[config.mk]
export PLATFORM = sky130hd
export DESIGN_NAME = delayed_clock_schmitt_qualifier
export DESIGN_NICKNAME = d
export VERILOG_FILES = /design/src/rtl/dcsq_pkg.sv /design/src/rtl/delayed_clock_schmitt_qualifier.sv /design/src/rtl/dcsq_ram.sv
export VERILOG_INCLUDE_DIRS = /design/src /design/src/rtl
export SDC_FILE = /design/constraint.sdc
export NUM_CORES = 1
export LEC_CHECK = 0
export BUFFER_PORTS_ARGS = -buffer_cell sky130_fd_sc_hd__buf_2
export CORE_MARGIN = 4
export CORE_UTILIZATION = 57
export DETAILED_ROUTE_END_ITERATION = 10
export PLACE_DENSITY_LB_ADDON = 0.25
export SLEW_MARGIN = 20
export SYNTH_ARGS = -nofsm -noshare
export SYNTH_HDL_FRONTEND = slang
export SYNTH_SLANG_ARGS = --single-unit
[constraint.sdc]
create_clock -name aclk -period 5.7 [get_ports aclk]
set_clock_uncertainty 0.05 [all_clocks]
set_input_delay 0 -clock aclk [delete_from_list [all_inputs] [get_ports aclk]]
set_output_delay 0 -clock aclk [all_outputs]
set_load 0.005 [all_outputs]
[src/rtl/delayed_clock_schmitt_qualifier_macros.svh]
//------------------------------------------------------------------------------
// Assertion macros for the delayed clock Schmitt qualifier
// Concurrent assertion helpers that can be compiled out with NO_ASSERTIONS.
//------------------------------------------------------------------------------
`ifndef DELAYED_CLOCK_SCHMITT_QUALIFIER_MACROS_SVH
`define DELAYED_CLOCK_SCHMITT_QUALIFIER_MACROS_SVH

`ifndef NO_ASSERTIONS

// Same-cycle implication, checked outside reset.
`define DCSQ_ASSERT_SAME(label, clk, rst_n, ante, cons) \
    label: assert property (@(posedge clk) disable iff (!rst_n) (ante) |-> (cons)) \
        else $error("dcsq assertion failed");

// Next-cycle implication, checked outside reset.
`define DCSQ_ASSERT_NEXT(label, clk, rst_n, ante, cons) \
    label: assert property (@(posedge clk) disable iff (!rst_n) (ante) |=> (cons)) \
        else $error("dcsq assertion failed");

`else

`define DCSQ_ASSERT_SAME(label, clk, rst_n, ante, cons)
`define DCSQ_ASSERT_NEXT(label, clk, rst_n, ante, cons)

`endif

`endif

[src/rtl/dcsq_pkg.sv]
//------------------------------------------------------------------------------
// dcsq_pkg
// Shared widths, constants and register map of the delayed clock qualifier.
//------------------------------------------------------------------------------
`default_nettype none

package dcsq_pkg;

    // Longest delay in ticks; the ring holds one entry more.
    localparam int MAX_DELAY = 63;
    localparam int RING_LEN  = MAX_DELAY + 1;
    localparam int PTR_W     = (RING_LEN > 1) ? $clog2(RING_LEN) : 1;

    localparam int SAMPLE_W  = 16;
    localparam int DELAY_W   = 6;
    localparam int WIN_W     = 16;
    localparam int APB_AW    = 5;
    localparam int APB_DW    = 32;

    // Register indexes (byte address = 4 * index).
    typedef enum logic [2:0] {
        REG_IGNORE_FIRST = 3'd0,
        REG_DELAY_TICKS  = 3'd1,
        REG_THRESH_LOW   = 3'd2,
        REG_THRESH_HIGH  = 3'd3,
        REG_RESET_WINDOW = 3'd4
    } reg_idx_t;

    // Register reset values.
    localparam logic                       RST_IGNORE_FIRST = 1'b1;
    localparam logic        [DELAY_W-1:0]  RST_DELAY_TICKS  = 6'd2;
    localparam logic signed [SAMPLE_W-1:0] RST_THRESH_LOW   = 16'sd205;
    localparam logic signed [SAMPLE_W-1:0] RST_THRESH_HIGH  = 16'sd2048;
    localparam logic        [WIN_W-1:0]    RST_RESET_WINDOW = 16'd48;

endpackage

`default_nettype wire

[src/rtl/delayed_clock_schmitt_qualifier.sv]
//------------------------------------------------------------------------------
// delayed_clock_schmitt_qualifier
// Delays a sampled clock through a ring memory, squares it with a Schmitt trigger
// and, with ignore-first on, swallows the first rising edge after a reset event.
//------------------------------------------------------------------------------
//
//  Channel   Direction  Ports                                   Carries
//  s_        in         s_valid/s_ready, s_clock_sample,        one clock sample
//                       s_reset_event                           per transaction
//  m_        out        m_valid/m_ready, m_clock_gate           one gate level
//  APB       in/out     psel, penable, pwrite, paddr, pwdata,   five config regs
//                       prdata, pready
//
//  Each transaction goes through the read stage and then the output
//  register, and a new one is accepted every cycle unless both are full: the
//  ring is written and read in the accept cycle, and the registered read feeds
//  the Schmitt and window logic as it leaves. A stalled output only holds off
//  the input once both the read stage and the output register are full.
//  Reset (aresetn low, synchronous) empties the pipeline and clears one valid
//  flag per ring entry, so the ring reads as all zero at once; no clearing
//  pass is needed.
//
`default_nettype none

`include "delayed_clock_schmitt_qualifier_macros.svh"

module delayed_clock_schmitt_qualifier
    import dcsq_pkg::*;
(
    input  wire logic                       aclk,
    input  wire logic                       aresetn,

    input  wire logic                       s_valid,
    output logic                            s_ready,
    input  wire logic signed [SAMPLE_W-1:0] s_clock_sample,
    input  wire logic                       s_reset_event,

    output logic                            m_valid,
    input  wire logic                       m_ready,
    output logic                            m_clock_gate,

    input  wire logic                       psel,
    input  wire logic                       penable,
    input  wire logic                       pwrite,
    input  wire logic [APB_AW-1:0]          paddr,
    input  wire logic [APB_DW-1:0]          pwdata,
    output logic      [APB_DW-1:0]          prdata,
    output logic                            pready
);

    // ------------------------------------------------------------------
    // Configuration registers
    // ------------------------------------------------------------------
    logic                       ignore_first_reg, ignore_first_next;
    logic        [DELAY_W-1:0]  delay_ticks_reg,  delay_ticks_next;
    logic signed [SAMPLE_W-1:0] thresh_low_reg,   thresh_low_next;
    logic signed [SAMPLE_W-1:0] thresh_high_reg,  thresh_high_next;
    logic        [WIN_W-1:0]    reset_window_reg, reset_window_next;

    logic     cfg_wr;
    reg_idx_t cfg_idx;

    assign pready  = 1'b1;
    assign cfg_wr  = psel && penable && pwrite;
    assign cfg_idx = reg_idx_t'(paddr[4:2]);

    // A write to an index beyond the list falls into the default arm and is dropped.
    always_comb begin
        ignore_first_next = ignore_first_reg;
        delay_ticks_next  = delay_ticks_reg;
        thresh_low_next   = thresh_low_reg;
        thresh_high_next  = thresh_high_reg;
        reset_window_next = reset_window_reg;
        if (cfg_wr) begin
            case (cfg_idx)
                REG_IGNORE_FIRST: ignore_first_next = pwdata[0];
                REG_DELAY_TICKS:  delay_ticks_next  = pwdata[DELAY_W-1:0];
                REG_THRESH_LOW:   thresh_low_next   = signed'(pwdata[SAMPLE_W-1:0]);
                REG_THRESH_HIGH:  thresh_high_next  = signed'(pwdata[SAMPLE_W-1:0]);
                REG_RESET_WINDOW: reset_window_next = pwdata[WIN_W-1:0];
                default: begin
                end
            endcase
        end
    end

    // Signed thresholds read back sign-extended.
    always_comb begin
        case (cfg_idx)
            REG_IGNORE_FIRST: prdata = {{(APB_DW-1){1'b0}}, ignore_first_reg};
            REG_DELAY_TICKS:  prdata = {{(APB_DW-DELAY_W){1'b0}}, delay_ticks_reg};
            REG_THRESH_LOW:   prdata = {{(APB_DW-SAMPLE_W){thresh_low_reg[SAMPLE_W-1]}},
                                        thresh_low_reg};
            REG_THRESH_HIGH:  prdata = {{(APB_DW-SAMPLE_W){thresh_high_reg[SAMPLE_W-1]}},
                                        thresh_high_reg};
            REG_RESET_WINDOW: prdata = {{(APB_DW-WIN_W){1'b0}}, reset_window_reg};
            default:          prdata = '0;
        endcase
    end

    // ------------------------------------------------------------------
    // Handshake and pipeline control
    // ------------------------------------------------------------------
    // Stage 1 holds a transaction whose ring read is in flight. It moves on
    // when the output register is empty or being emptied.
    logic s1_valid_reg, s1_valid_next;
    logic out_valid_reg, out_valid_next;
    logic out_gate_reg;
    logic s_accept;
    logic s1_go;

    assign s1_go    = s1_valid_reg && (!out_valid_reg || m_ready);
    assign s_ready  = !s1_valid_reg || s1_go;
    assign s_accept = s_valid && s_ready;

    assign m_valid      = out_valid_reg;
    assign m_clock_gate = out_gate_reg;

    always_comb begin
        s1_valid_next = s1_valid_reg;
        if (s_accept) begin
            s1_valid_next = 1'b1;
        end else if (s1_go) begin
            s1_valid_next = 1'b0;
        end

        out_valid_next = out_valid_reg;
        if (s1_go) begin
            out_valid_next = 1'b1;
        end else if (m_ready) begin
            out_valid_next = 1'b0;
        end
    end

    // ------------------------------------------------------------------
    // Ring delay line
    // ------------------------------------------------------------------
    // The write pointer advances first, the new sample lands there, and the
    // delayed entry is read in the same cycle. A delay of zero would read
    // the entry being written, so that case takes the incoming sample
    // directly. Entries never written since reset read as zero through the
    // valid flags.
    logic [PTR_W-1:0]    wp_reg, wp_next;
    logic [RING_LEN-1:0] valid_reg, valid_next;
    logic [PTR_W-1:0]    wp_adv;
    logic [PTR_W-1:0]    dly;
    logic [PTR_W-1:0]    rd_addr;
    logic [SAMPLE_W-1:0] ram_rdata;

    assign wp_adv = (wp_reg == PTR_W'(RING_LEN - 1)) ? '0 : wp_reg + 1'b1;
    assign dly    = (int'(delay_ticks_reg) > MAX_DELAY) ? PTR_W'(MAX_DELAY)
                                                        : PTR_W'(delay_ticks_reg);
    assign rd_addr = (wp_adv >= dly) ? (wp_adv - dly)
                                     : PTR_W'(int'(wp_adv) + RING_LEN - int'(dly));

    always_comb begin
        wp_next    = wp_reg;
        valid_next = valid_reg;
        if (s_accept) begin
            wp_next            = wp_adv;
            valid_next[wp_adv] = 1'b1;
        end
    end

    dcsq_ram #(
        .WIDTH (SAMPLE_W),
        .DEPTH (RING_LEN)
    ) u_ring (
        .clk   (aclk),
        .we    (s_accept),
        .waddr (wp_adv),
        .wdata (s_clock_sample),
        .re    (s_accept),
        .raddr (rd_addr),
        .rdata (ram_rdata)
    );

    // Stage 1 side information captured with the read.
    logic signed [SAMPLE_W-1:0] s1_sample_reg;
    logic                       s1_fwd_reg;
    logic                       s1_hit_reg;
    logic                       s1_rst_ev_reg;

    always_ff @(posedge aclk) begin
        if (s_accept) begin
            s1_sample_reg <= s_clock_sample;
            s1_fwd_reg    <= (dly == '0);
            s1_hit_reg    <= valid_reg[rd_addr];
            s1_rst_ev_reg <= s_reset_event;
        end
    end

    // ------------------------------------------------------------------
    // Schmitt trigger, gate and swallow window
    // ------------------------------------------------------------------
    logic                       schmitt_reg, schmitt_next;
    logic                       gate_reg, gate_next;
    logic        [WIN_W-1:0]    window_reg, window_next;
    logic signed [SAMPLE_W-1:0] line;
    logic                       rise_ev;
    logic                       fall_ev;
    logic        [WIN_W-1:0]    window_mid;

    always_comb begin
        if (s1_fwd_reg) begin
            line = s1_sample_reg;
        end else if (s1_hit_reg) begin
            line = signed'(ram_rdata);
        end else begin
            line = '0;
        end
    end

    assign rise_ev = !schmitt_reg && (line >= thresh_high_reg);
    assign fall_ev =  schmitt_reg && (line <= thresh_low_reg);

    always_comb begin
        schmitt_next = schmitt_reg;
        gate_next    = gate_reg;
        window_next  = window_reg;
        window_mid   = window_reg;
        if (s1_go) begin
            // A rising edge inside an open window is eaten and shuts it.
            if (rise_ev) begin
                schmitt_next = 1'b1;
                if (window_reg == '0) begin
                    gate_next = 1'b1;
                end else begin
                    window_mid = '0;
                end
            end else if (fall_ev) begin
                schmitt_next = 1'b0;
                gate_next    = 1'b0;
            end

            window_next = (window_mid != '0) ? window_mid - 1'b1 : '0;

            // The reset event arms the window only after this tick's edge handling.
            if (s1_rst_ev_reg && ignore_first_reg) begin
                window_next = reset_window_reg;
            end
        end
    end

    // ------------------------------------------------------------------
    // Registers
    // ------------------------------------------------------------------
    always_ff @(posedge aclk) begin
        if (!aresetn) begin
            ignore_first_reg <= RST_IGNORE_FIRST;
            delay_ticks_reg  <= RST_DELAY_TICKS;
            thresh_low_reg   <= RST_THRESH_LOW;
            thresh_high_reg  <= RST_THRESH_HIGH;
            reset_window_reg <= RST_RESET_WINDOW;
            s1_valid_reg     <= 1'b0;
            out_valid_reg    <= 1'b0;
            wp_reg           <= '0;
            valid_reg        <= '0;
            schmitt_reg      <= 1'b1;
            gate_reg         <= 1'b0;
            window_reg       <= '0;
        end else begin
            ignore_first_reg <= ignore_first_next;
            delay_ticks_reg  <= delay_ticks_next;
            thresh_low_reg   <= thresh_low_next;
            thresh_high_reg  <= thresh_high_next;
            reset_window_reg <= reset_window_next;
            s1_valid_reg     <= s1_valid_next;
            out_valid_reg    <= out_valid_next;
            wp_reg           <= wp_next;
            valid_reg        <= valid_next;
            schmitt_reg      <= schmitt_next;
            gate_reg         <= gate_next;
            window_reg       <= window_next;
        end
    end

    // The output register carries the gate as it stands after the transaction.
    always_ff @(posedge aclk) begin
        if (s1_go) begin
            out_gate_reg <= gate_next;
        end
    end

    // ------------------------------------------------------------------
    // Assertions
    // ------------------------------------------------------------------
    // The input is only held off when both pipeline places are occupied.
    `DCSQ_ASSERT_SAME(a_stall_only_when_full, aclk, aresetn, !s_ready,
                      s1_valid_reg && out_valid_reg)
    // A transaction leaving the read stage always lands in the output register.
    `DCSQ_ASSERT_NEXT(a_go_fills_output, aclk, aresetn, s1_go, out_valid_reg)
    // The gate only turns on through an accepted rising event.
    `DCSQ_ASSERT_SAME(a_gate_rise_cause, aclk, aresetn, $rose(gate_reg),
                      $past(s1_go && rise_ev))
    // A swallowed edge closes the window unless a reset event rearms it.
    `DCSQ_ASSERT_NEXT(a_swallow_closes, aclk, aresetn,
                      s1_go && rise_ev && (window_reg != '0)
                          && !(s1_rst_ev_reg && ignore_first_reg),
                      window_reg == '0)

endmodule

`default_nettype wire

[src/rtl/dcsq_ram.sv]
//------------------------------------------------------------------------------
// dcsq_ram
// Generic single-port-write, single-port-read RAM with registered read data.
//------------------------------------------------------------------------------
`default_nettype none

module dcsq_ram #(
    parameter int WIDTH = 16,
    parameter int DEPTH = 64
) (
    input  wire logic                             clk,
    input  wire logic                             we,
    input  wire logic [$clog2(DEPTH)-1:0]         waddr,
    input  wire logic [WIDTH-1:0]                 wdata,
    input  wire logic                             re,
    input  wire logic [$clog2(DEPTH)-1:0]         raddr,
    output logic      [WIDTH-1:0]                 rdata
);

    logic [WIDTH-1:0] mem [DEPTH];

    // Read returns the old contents when read and write hit the same entry.
    always_ff @(posedge clk) begin
        if (we) begin
            mem[waddr] <= wdata;
        end
        if (re) begin
            rdata <= mem[raddr];
        end
    end

endmodule

`default_nettype wire

-- Word level (Yosys, flattened, before mapping)
Memory sizes are Yosys's and may differ from the RTL's. A register that Yosys moved wholly into a read port is not among the register bits.
Cells that the tools add are included.
W data, S select, Z words.
- register bits: 165
- bits in writable memories: 1024
- bits of input ports: 61
- output and inout bits: 36
- logic and storage cells: 87
- memories kept: 1
- $add $sub $neg: 5
- magnitude comparators: 6
- equality and inequality tests: 5
- muxes and demuxes: 26
- bitwise gates (word level): 1
- reductions and logical operators: 26
- memories (name ; words ; width ; rd ports ; clocked after memory_dff ; write ports ; line ; source):
    u_ring.mem ; 64 ; 16 ; 1 ; 1 ; 1 ; dcsq_ram.sv:20 ; logic [WIDTH-1:0] mem [DEPTH];
- operators by type and width (cell ; number):
    $pmux W32 S5 ; 1
    $mux W16 ; 7
    $or A64 B64 Y64 ; 1
    $ge A16 B16 Y1 ; 1
    $le A16 B16 Y1 ; 1
    $logic_not A16 Y1 ; 1
    $reduce_bool A16 Y1 ; 1
    $sub A16 B1 Y16 const B ; 1
    $lt A6 B7 Y1 const B ; 2
    $mux W1 ; 14
    $add A6 B1 Y6 const B ; 2
    $mux W6 ; 2
    $reduce_and A2 Y1 ; 6
    $sub A6 B6 Y6 ; 2
    $logic_and A1 B1 Y1 ; 8
    $bmux W1 S6 ; 1
    $demux W1 S6 ; 1
    $eq A3 B2 Y1 const B ; 2
    $eq A6 B6 Y1 const B ; 1
    $ge A6 B1 Y1 const B ; 1
    $ge A6 B6 Y1 ; 1
    $logic_not A6 Y1 ; 1
    $reduce_bool A2 Y1 ; 3
    $eq A3 B1 Y1 const B ; 1
    4 further kinds ; 7

-- Longest topological paths before layout
Gate-level depths: netlist of run 1.
- depth in word-level cells: 9
- mapped depth: 20

-- By module
A second synthesis of run 1 with hierarchy kept.
- cells, all modules: 2837
- area total of the unflattened synthesis: 48800.6 sq um
- modules (own cells, without submodules) (module ; instances ; cells an instance ; area each (sq um) ; seq. area each (sq um)):
    dcsq_ram ; 1 ; 1829 ; 40202.3 ; 31230.0
    delayed_clock_schmitt_qualifier ; 1 ; 1008 ; 8598.2 ; 3503.4

-- Worst setup path after synthesis of run 1
OpenSTA, ideal clock, no wires.
- path type: reg2reg
- start point: reg s1_fwd_reg
- end point: reg window_reg[10]
- arrival: 3962 ps
- data required time: 5525 ps
- setup slack: 1563 ps
- stages on the path, launching flop included: 21
- buffers on the path: 5
- period minus slack after synthesis: 4137 ps
- cells stage by stage: edfxtp_1 > clkbuf_1 > nor2b_1 > clkbuf_1 > a22o_1 > ha_1 > and4_1 > nand3_1 > o21bai_1 > o31a_1 > o21bai_1 > clkbuf_1 > nand2_1 > ha_1 > clkbuf_1 > inv_1 > clkbuf_1 > or4_1 > nand2_1 > o31ai_1 > a21oi_1
- word-level cells in the longest chain between the ends: 8
- elaborated cells on any way between the ends: 9
- classes of those cells: add/sub: 1; order compare: 1; mux: 5; reduce/logical: 2
- ends and longest elaborated chain (element ; line ; source):
    from (decl) ; delayed_clock_schmitt_qualifier.sv:180 ; logic s1_fwd_reg;
    from (signal assigned) ; delayed_clock_schmitt_qualifier.sv:187 ; s1_fwd_reg <= (dly == '0);
    $mux W16 * ; delayed_clock_schmitt_qualifier.sv:205 ; if (s1_fwd_reg) begin
    $ge A16 B16 Y1 * ; delayed_clock_schmitt_qualifier.sv:214 ; assign rise_ev = !schmitt_reg && (line >= thresh_high_reg);
    $logic_and A1 B1 Y1 * ; delayed_clock_schmitt_qualifier.sv:214 ;
    $mux W16 * ; delayed_clock_schmitt_qualifier.sv:224 ; if (rise_ev) begin
    $mux W16 * ; delayed_clock_schmitt_qualifier.sv:222 ; if (s1_go) begin
    $sub A16 B1 Y16 or $reduce_bool A16 Y1 (tied branches) ; delayed_clock_schmitt_qualifier.sv:236 ; window_next = (window_mid != '0) ? window_mid - 1'b1 : '0;
    $mux W16 * ; delayed_clock_schmitt_qualifier.sv:236 ;
    $mux W16 * ; delayed_clock_schmitt_qualifier.sv:239 ; if (s1_rst_ev_reg && ignore_first_reg) begin
    to (signal assigned) ; delayed_clock_schmitt_qualifier.sv:274 ; window_reg <= window_next;
    to (decl) ; delayed_clock_schmitt_qualifier.sv:198 ; logic [WIN_W-1:0] window_reg, window_next;
Every way passes the cells marked *; elsewhere a longest branch is shown, timed or not. The select of a mux whose other input is x is not followed.
A chain may end at the register's enable or synchronous reset.

-- Worst setup path in the final report of run 1
- start point: reg wp_reg[1]
- end point: reg u_ring.rdata[13] (read register of u_ring.mem) (data pin)
- word-level cells in the longest chain between the ends: 5
- elaborated cells on any way between the ends: 8
- classes of those cells: add/sub: 4; order compare: 1; eq/ne: 1; mux: 2
- ends and longest elaborated chain (element ; line ; source):
    from (decl) ; delayed_clock_schmitt_qualifier.sv:143 ; logic [PTR_W-1:0] wp_reg, wp_next;
    from (signal assigned) ; delayed_clock_schmitt_qualifier.sv:270 ; wp_reg <= wp_next;
    $add A6 B1 Y6 or $eq A6 B6 Y1 (tied branches) ; delayed_clock_schmitt_qualifier.sv:150 ; assign wp_adv = (wp_reg == PTR_W'(RING_LEN - 1)) ? '0 : wp_reg + 1'b1;
    $mux W6 * ; delayed_clock_schmitt_qualifier.sv:150 ;
    named net u_ring.waddr[1] ; dcsq_ram.sv:13 ; input wire logic [$clog2(DEPTH)-1:0] waddr,
    $add A6 B1 Y6 ; delayed_clock_schmitt_qualifier.sv:154 ; : PTR_W'(int'(wp_adv) + RING_LEN - int'(dly));
    $sub A6 B6 Y6 ; delayed_clock_schmitt_qualifier.sv:154 ;
    $mux W6 * ; delayed_clock_schmitt_qualifier.sv:153 ; assign rd_addr = (wp_adv >= dly) ? (wp_adv - dly)
    to (decl) ; dcsq_ram.sv:17 ; output logic [WIDTH-1:0] rdata
Mark *: on every way through the listed nets, which the timed path passes. The rest lies on a longest branch.

==> metrics.txt, run 1 <==
# TYPE chip_impl_metric gauge
chip_impl_metric{name="cp_max_fo",unit=""} 125
chip_impl_metric{name="static-leakage-power",unit="nW"} 18.2
chip_impl_metric{name="syn_area_per_cell",unit="sq um"} 14.9
chip_impl_info{name="ys.flop_type",value="edfxtp_1"} 1
chip_impl_metric{name="timing.final.max_slew_violations",unit=""} 0
chip_impl_info{name="cp_cell_instances",value="ha_1, inv_1, fa_4, buf_12, nand2_2, buf_12, buf_4, o22ai_1, a211oi_1, nor4_1, buf_4, or4_1"} 1
chip_impl_metric{name="preCtsSetupSlack",unit="ns"} 0.774
chip_impl_metric{name="actual_transition_at_the_worst_max_transition_pin",unit="ns"} 0.981
chip_impl_metric{name="net-switching-power",unit="W"} 0.00502
chip_impl_metric{name="place.detailed.instances",unit=""} 4439
chip_impl_info{name="grt_setup_unrepaired",value="false"} 1
chip_impl_metric{name="overall_via_count_from_detail_route",unit=""} 30600
chip_impl_metric{name="layout.filler_cells",unit=""} 5927
chip_impl_metric{name="irDropWorstVdd",unit="V"} 0.000303
chip_impl_metric{name="layout.core_utilization",unit="%"} 65.1
chip_impl_info{name="yosysTopAreaCell",value="edfxtp_1"} 1
chip_impl_metric{name="power.switching_fraction",unit="%"} 25.1
chip_impl_metric{name="core_area",unit="sq um"} 85100
chip_impl_info{name="holdCritPathClass",value="input port to flip-flop"} 1
chip_impl_metric{name="netlist_area_before_placement",unit="sq um"} 48900
chip_impl_metric{name="wp_data_required",unit="ns"} 6.22
chip_impl_metric{name="worst_path_largest_cell_delay",unit="ns"} 1.09
chip_impl_metric{name="drt_pre_antenna_iters",unit=""} 6
chip_impl_metric{name="rows",unit=""} 107
chip_impl_info{name="grt_busiest_layer",value="met2"} 1
chip_impl_metric{name="power_frac_seq",unit="%"} 49.0
chip_impl_metric{name="num-nets-final",unit=""} 3562
chip_impl_metric{name="grt_util_all_layers",unit="%"} 28.5
chip_impl_metric{name="hpwl",unit="mm"} 76.1
chip_impl_metric{name="largest_register_ffs",unit=""} 1024
chip_impl_metric{name="fmax",unit="MHz"} 198
chip_impl_info{name="outcome",value="complete, no violations"} 1
chip_impl_metric{name="synth.yosys.seq_area_share",unit="%"} 71.0
chip_impl_metric{name="hold_viol",unit=""} 0
chip_impl_metric{name="placement.cell_area",unit="sq um"} 51100
chip_impl_metric{name="synth_enable_flop_cells",unit=""} 1060
chip_impl_metric{name="final_design_area_no_fill",unit="sq um"} 55400
chip_impl_metric{name="stdcell_count",unit=""} 4706
chip_impl_metric{name="cts-htree-levels",unit=""} 3
chip_impl_metric{name="clock_power_share",unit="%"} 38.6
chip_impl_metric{name="post_route_cells_drive_above_1_share",unit="%"} 15.1
chip_impl_metric{name="setup-tns-final",unit="ns"} 0
chip_impl_info{name="endpoint",value="u_ring.rdata[13]"} 1
chip_impl_metric{name="detail_route.vias_per_cell",unit=""} 6.49
chip_impl_metric{name="cp_num_buf_inv",unit=""} 5
chip_impl_metric{name="postCtsSetupBuffers",unit=""} 0
chip_impl_info{name="reg2reg_from",value="wp_reg[1]"} 1
chip_impl_metric{name="grt_start_max_net_pins",unit=""} 126
chip_impl_metric{name="post_drt_wl_per_cell",unit="um"} 27.5
chip_impl_metric{name="ioPinCount",unit=""} 97
chip_impl_info{name="slowest_stage",value="fa_4"} 1
chip_impl_info{name="worstSetupStartpoint",value="wp_reg[1]"} 1
chip_impl_metric{name="count_of_instances_resized_after_the_clock_tree_is_built",unit=""} 0
chip_impl_metric{name="die_h",unit="um"} 301
chip_impl_metric{name="port_buffers",unit=""} 77
chip_impl_metric{name="die_x",unit="um"} 301
chip_impl_metric{name="initial_utilization",unit="%"} 57.4
chip_impl_metric{name="r2r_setup_slack",unit="ns"} 0.65
chip_impl_metric{name="grt_pass1_vias",unit=""} 30100
chip_impl_metric{name="first_iter_violations",unit=""} 4175
chip_impl_metric{name="numCtsBuffers",unit=""} 118
chip_impl_metric{name="grt_pass1_wl",unit="mm"} 192
chip_impl_metric{name="clock-sinks",unit=""} 1205
chip_impl_metric{name="reg2regPathDepth",unit=""} 12
chip_impl_metric{name="internal_power",unit="W"} 0.0149
chip_impl_metric{name="area_delta_synth_final",unit="%"} 13.3
chip_impl_metric{name="final_weighted_congestion_in_routability_driven_placement",unit=""} 0.910
chip_impl_info{name="ws_path_type",value="flip-flop to flip-flop"} 1
chip_impl_metric{name="report.final.setup_viol",unit=""} 0
chip_impl_info{name="synth_area_leaders",value="edfxtp_1 65%, dfxtp_1 5.9%, mux4_2 5.0%"} 1
chip_impl_metric{name="cp.depth",unit=""} 12
chip_impl_info{name="critPathTopFamily",value="adder cells"} 1
chip_impl_metric{name="worstSkewPairLatency",unit="ns"} 0.70
chip_impl_metric{name="floorplan.die_area",unit="sq um"} 90500
chip_impl_metric{name="antenna_nets_post_route",unit=""} 0
chip_impl_metric{name="async_reset_ff_share",unit="%"} 0
chip_impl_metric{name="syn-num-nets",unit=""} 3392
chip_impl_metric{name="clk_path_buf_depth",unit=""} 3
chip_impl_metric{name="cts.hold.buffers_added",unit=""} 46
chip_impl_metric{name="post_synth_inst_count",unit=""} 3291
chip_impl_metric{name="clock_transition_at_the_registers_of_the_reported_paths",unit="ns"} 0.07
chip_impl_metric{name="power_density",unit="nW/um^2"} 360
chip_impl_metric{name="final_critical_path_share_of_the_clock_period",unit="%"} 88.6
chip_impl_info{name="hold_path_startpoint",value="pwdata[7]"} 1
chip_impl_metric{name="setup_slack_of_the_critical_path_after_layout",unit="ns"} 0.649
chip_impl_info{name="cts_tree",value="done"} 1
chip_impl_metric{name="max-cap-violations",unit=""} 0
chip_impl_metric{name="grt_use_met2",unit="%"} 44.9
chip_impl_metric{name="ys_seq_elements",unit=""} 1205
chip_impl_metric{name="combinationalPowerShare",unit="%"} 12.4
chip_impl_metric{name="gr-usage-met3",unit="%"} 5.10
chip_impl_metric{name="synth_top_area_share",unit="%"} 65.1
chip_impl_info{name="critical_path.startpoint_type",value="flip-flop"} 1
chip_impl_info{name="cts-root-buf",value="clkbuf_16"} 1
chip_impl_metric{name="worst-endpoint-arrival",unit="ns"} 5.57
chip_impl_metric{name="worst_rel_slew_slack",unit="%"} 32.9
chip_impl_metric{name="netlist-cell-type-count",unit=""} 71
chip_impl_metric{name="route.detailed.drc",unit=""} 0
chip_impl_metric{name="timing.final.crit_period",unit="ns"} 5.05
chip_impl_metric{name="gr-usage-met1",unit="%"} 40.1
chip_impl_metric{name="initial_antenna_violation_count",unit=""} 4
chip_impl_metric{name="routed_wirelength",unit="mm"} 129
chip_impl_metric{name="grt-ovfl-total",unit=""} 0
chip_impl_metric{name="ys.warnings.count",unit=""} 0
chip_impl_info{name="timing.critical_path.to_type",value="flip-flop"} 1
chip_impl_info{name="timing.rr.end",value="u_ring.rdata[13]"} 1
==> how the worst min path moves through the flow <==
stage,endpoint,slack [ns],depth (start not counted)
after floorplan,prdata[0],0.003,1
after global placement,s1_rst_ev_reg,0.13,1
after detailed placement,s1_rst_ev_reg,0.14,1
after CTS,thresh_low_reg[2],0.04,4
after global routing,thresh_low_reg[13],0.09,4
final,thresh_low_reg[7],0.08,4
==> through the flow <==
step	hold slack (ns)	total power [W]
final	0.0761	0.0200
after global placement	0.133	0.0123
after detailed placement	0.136	0.0123
after floorplan	0.00326	0.0113
after global routing	0.0902	0.0206
after CTS	0.0390	0.0200
==> power groups by stage <==
| stage | sequential, W | clock [W] | combinational [W] |
|---|---|---|---|
| after floorplan | 0.00993 | 0 | 0.00141 |
| after global placement | 0.00996 | 0 | 0.00233 |
| after detailed placement | 0.00997 | 0 | 0.00238 |
| after CTS | 0.00978 | 0.00778 | 0.00242 |
| after global routing | 0.00979 | 0.00818 | 0.00261 |
| final | 0.00979 | 0.00770 | 0.00247 |
==> cell type report <==
cell class	instances	area, sq um	area share [%]
Sequential cell	1205	34700	62.7
Multi-Input combinational cell	1812	13000	23.5
Clock buffer	153	3200	5.77
Timing Repair Buffer	274	2160	3.90
Tap cell	1144	1430	2.58
Clock inverter	64	658	1.19
Inverter	50	189	0.341
Antenna cell	4	10.0	0.0181
==> cells in the mapped netlist, drive strengths merged, types with 5 or more instances <==
| cell | count |
|---|---|
| a2111oi | 19 |
| a211o | 5 |
| a211oi | 38 |
| a21o | 13 |
| a21oi | 197 |
| a221o | 18 |
| a221oi | 43 |
| a22o | 14 |
| a22oi | 28 |
| a311oi | 18 |
| a31oi | 21 |
| a32oi | 18 |
| and2 | 8 |
| and3 | 13 |
| and4 | 32 |
| buf | 82 |
| clkbuf | 142 |
| dfxtp | 145 |
| edfxtp | 1060 |
| ha | 39 |
| inv | 50 |
| mux2 | 5 |
| mux2i | 179 |
| mux4 | 108 |
| nand2 | 294 |
| nand2b | 6 |
| nand3 | 92 |
| nand4 | 8 |
| nor2 | 203 |
| nor2b | 9 |
| nor3 | 27 |
| nor4 | 19 |
| o211ai | 28 |
| o21a | 18 |
| o21ai | 178 |
| o22ai | 42 |
| or4 | 24 |
| xnor2 | 8 |
| xor2 | 7 |
==> metal layers <==
metal / routed length [um] / vias to the layer above
met3: 13400 / 276
met4: 5130 / 2
met2: 60300 / 1781
met1: 50400 / 15300
met5: 17 / -
li1: - / 13200
==> logic make-up after synthesis <==
logic type / synth area share (%)
mux: 8.75
flops: 71.0
buf+inv: 2.53
fa+ha+maj: 1.04
compound gates: 9.45
xor+xnor: 0.269
other cells: 0.00767
simple gates: 6.90
==> layout by cell type (no fill, tap or decap), types with 49 or more instances in the layout <==
cell       netlist  routed
dfxtp_1        145     145
inv_1           49      49
mux4_2         108     108
edfxtp_1      1060    1060
o21ai_0        146     146
nand3_1         92      92
nand2_1        294     292
a21oi_1        197     196
buf_4           24     136
mux2i_1        179     179
clkbuf_16        0     119
buf_2           36      77
nor2_1         202     201
==> worst register-to-register path: cells and delay by family (launching register included) <==
kind / cells / cell delay [ns]
buffers and inverters: 5 / 1.39
AO/OA/AOI/OAI: 2 / 0.39
adder cells (fa/ha/maj): 2 / 1.57
AND/OR/NAND/NOR: 3 / 1.15
flip-flops: 1 / 0.36
(Power assumes the default switching activity.)
==> run 2: changes to the inputs <==
Settings changed: CORE_UTILIZATION 57 to 40, SLEW_MARGIN 20 to not set, SYNTH_HIERARCHICAL set to 1.
==> metrics.txt, run 2 <==
# TYPE chip_impl_metric gauge
chip_impl_metric{name="antenna_nets_post_route",unit=""} 0
chip_impl_metric{name="ys_seq_elements",unit=""} 1205
chip_impl_metric{name="final_critical_path_share_of_the_clock_period",unit="%"} 88.4
chip_impl_info{name="netlist_top_cells_count",value="1,060 x edfxtp_1, 237 x mux4_2, 214 x nand2_1"} 1
chip_impl_info{name="cts_tree",value="done"} 1
chip_impl_metric{name="actual_transition_at_the_worst_max_transition_pin",unit="ns"} 1.22
chip_impl_metric{name="wl_met2",unit="mm"} 56.6
chip_impl_info{name="yosysTopAreaCell",value="edfxtp_1"} 1
chip_impl_info{name="topRoutingLayerUsed",value="met4"} 1
chip_impl_metric{name="grt_pass1_vias",unit=""} 26800
chip_impl_metric{name="numCtsBuffers",unit=""} 117
chip_impl_metric{name="post_drt_wl_per_cell",unit="um"} 24.8
chip_impl_info{name="grt_setup_unrepaired",value="false"} 1
chip_impl_metric{name="synth_enable_flop_cells",unit=""} 1060
chip_impl_metric{name="setup-tns-final",unit="ns"} 0
chip_impl_metric{name="area_delta_synth_final",unit="%"} 14.1
chip_impl_info{name="cp_cell_instances",value="ha_1, and3_1, and3_1, nor2_1, ha_1, a21oi_1, xnor2_2, buf_4, buf_4, nor2_1, a22oi_1, a31oi_1, a311oi_1"} 1
chip_impl_metric{name="grt-ovfl-total",unit=""} 0
chip_impl_metric{name="synth.yosys.seq_area_share",unit="%"} 71.2
chip_impl_metric{name="route.detailed.drc",unit=""} 0
chip_impl_metric{name="drt-met1-wl",unit="mm"} 50.2
chip_impl_metric{name="timing.final.max_slew_violations",unit=""} 0
chip_impl_metric{name="ioPinCount",unit=""} 97
chip_impl_info{name="critical_path.startpoint_type",value="flip-flop"} 1
chip_impl_metric{name="hpwl",unit="mm"} 72.2
chip_impl_metric{name="cts.hold.buffers_added",unit=""} 46
chip_impl_metric{name="core_area",unit="sq um"} 121000
chip_impl_info{name="ys.flop_type",value="edfxtp_1"} 1
chip_impl_metric{name="final_weighted_congestion_in_routability_driven_placement",unit=""} 0.853
chip_impl_metric{name="largest_register_ffs",unit=""} 1024
chip_impl_metric{name="routed-wl-met3",unit="mm"} 7.33
chip_impl_info{name="layout.cells.most_common",value="edfxtp_1"} 1
chip_impl_metric{name="routed_wirelength",unit="mm"} 118
chip_impl_metric{name="port_buffers",unit=""} 77
chip_impl_info{name="holdCritPathClass",value="input port to flip-flop"} 1
chip_impl_metric{name="first_iter_violations",unit=""} 2547
chip_impl_metric{name="cts-htree-levels",unit=""} 3
chip_impl_metric{name="clock_transition_at_the_registers_of_the_reported_paths",unit="ns"} 0.06
chip_impl_info{name="synth_area_leaders",value="edfxtp_1 65%, mux4_2 11%, dfxtp_1 5.9%"} 1
chip_impl_info{name="most-common-layout-cells",value="1,060 x edfxtp_1, 237 x mux4_2, 214 x nand2_1"} 1
chip_impl_metric{name="report.final.setup_viol",unit=""} 0
chip_impl_metric{name="initial_antenna_violation_count",unit=""} 3
chip_impl_metric{name="grt_pass1_wl",unit="mm"} 175
chip_impl_metric{name="worst_rel_slew_slack",unit="%"} 18.5
chip_impl_metric{name="netlist-cell-type-count",unit=""} 82
chip_impl_metric{name="hold_viol",unit=""} 0
chip_impl_metric{name="timing.final.crit_period",unit="ns"} 5.04
chip_impl_metric{name="worst_path_largest_cell_delay",unit="ns"} 0.57
chip_impl_metric{name="initial_utilization",unit="%"} 40.5
chip_impl_metric{name="wp_data_required",unit="ns"} 6.14
chip_impl_metric{name="async_reset_ff_share",unit="%"} 0
chip_impl_metric{name="floorplan.die_area",unit="sq um"} 128000
chip_impl_metric{name="synth_top_area_share",unit="%"} 65.2
chip_impl_metric{name="postCtsSetupBuffers",unit=""} 0
chip_impl_metric{name="fmax",unit="MHz"} 198
chip_impl_metric{name="clk_path_buf_depth",unit=""} 3
chip_impl_metric{name="cp_max_fo",unit=""} 24
chip_impl_info{name="ws_path_type",value="flip-flop to flip-flop"} 1
chip_impl_metric{name="clock-sinks",unit=""} 1205
chip_impl_metric{name="max-cap-violations",unit=""} 0
chip_impl_metric{name="netlist_area_before_placement",unit="sq um"} 48800
chip_impl_info{name="slowest_stage",value="xnor2_2"} 1
chip_impl_metric{name="power_density",unit="nW/um^2"} 352
chip_impl_metric{name="grt_util_all_layers",unit="%"} 18.4
chip_impl_metric{name="ys.warnings.count",unit=""} 6
chip_impl_metric{name="rows",unit=""} 127
chip_impl_metric{name="count_of_instances_resized_after_the_clock_tree_is_built",unit=""} 0
chip_impl_info{name="synth_most_common_cell",value="edfxtp_1"} 1
chip_impl_metric{name="syn-num-nets",unit=""} 2938
chip_impl_metric{name="grt_start_max_net_pins",unit=""} 95
chip_impl_info{name="cts-root-buf",value="clkbuf_16"} 1
chip_impl_metric{name="static-leakage-power",unit="nW"} 18.6
chip_impl_metric{name="worst-endpoint-arrival",unit="ns"} 5.48
chip_impl_info{name="timing.critical_path.to_type",value="flip-flop"} 1
chip_impl_metric{name="syn_area_per_cell",unit="sq um"} 17.2
chip_impl_metric{name="num-nets-final",unit=""} 3134
chip_impl_metric{name="overall_via_count_from_detail_route",unit=""} 26300
chip_impl_metric{name="total_power",unit="W"} 0.0196
chip_impl_info{name="outcome",value="complete, no violations"} 1
chip_impl_metric{name="detail_route.vias_per_cell",unit=""} 5.55
chip_impl_metric{name="post_route_cells_drive_above_1_share",unit="%"} 22.0
chip_impl_metric{name="die_x",unit="um"} 357
chip_impl_metric{name="post_synth_inst_count",unit=""} 2837
chip_impl_metric{name="irDropWorstVdd",unit="V"} 0.000283
chip_impl_metric{name="die_h",unit="um"} 357
chip_impl_metric{name="worstSkewPairLatency",unit="ns"} 0.70
chip_impl_metric{name="drt_pre_antenna_iters",unit=""} 5
[run 2: kinds of logic after synthesis]
family / synth area share (%)
flip-flops: 71.2
AND/OR/NAND/NOR: 5.17
AO/OA/AOI/OAI: 5.55
multiplexers: 14.2
buffers and inverters: 2.54
adder cells (fa/ha/maj): 1.04
XOR/XNOR: 0.321
other: 0.00768
[run 2: through the flow]
| step | std cells | utilization [%] | instance area (sq um) | hold WS (ns) | worst slack [ns] |
|---|---|---|---|---|---|
| after floorplan | 2837 | - | 48800 | 0.0489 | 1.37 |
| after global placement | 4480 | 42.6 | 51300 | 0.143 | 0.830 |
| after detailed placement | 4480 | 42.6 | 51300 | 0.150 | 0.671 |
| after CTS | 4744 | 46.1 | 55700 | 0.00848 | 0.645 |
| after global routing | 4744 | 46.1 | 55700 | 0.0794 | 0.241 |
| final | 4745 | 46.2 | 55700 | 0.0537 | 0.659 |
[run 2: path summary, 6_finish.rpt]
check                     from                 end  slack (ns)  cells after the start
max reg2reg          wp_reg[0]     u_ring/rdata[9]        0.66                     13
max                  wp_reg[0]     u_ring/rdata[9]        0.66                     13
min reg2reg  thresh_low_reg[1]   thresh_low_reg[1]        0.41                      2
min                       psel  thresh_low_reg[11]        0.05                      5
[run 2: power by group]
part	total (W)	internal, W	leakage [nW]	switching, W
Combinational	0.00209	0.000810	5.96	0.00128
Clock	0.00773	0.00445	1.88	0.00328
Sequential	0.00975	0.00969	10.7	0.0000623
[run 2: metal layers]
metal / up-vias / GRT usage (%)
met4: 0 / 5.42
met3: 179 / 2.74
met5: - / 0
met2: 905 / 29.9
met1: 13600 / 25.9
li1: 11600 / -
[run 2: final cells by class]
type / count / area [sq um]
flip-flops and latches: 1205 / 34700
multi-input cells: 1413 / 13000
repair buffers: 249 / 1900
fillers: 10200 / 64900
inverters: 47 / 184
diodes: 1 / 2.50
clock inverters: 78 / 823
well taps: 1612 / 2020
clock buffers: 140 / 3050
[run 2: worst max-delay path, delay by kind of cell, from the launching register on]
family,cells,cell delay [ns]
DFF,1,0.54
AOI/OAI and AO/OA,4,1.31
xor gates and xnor gates,1,0.57
adders and majority gates,2,0.76
and+or+nand+nor,4,1.01
buffers and inverters,2,0.61
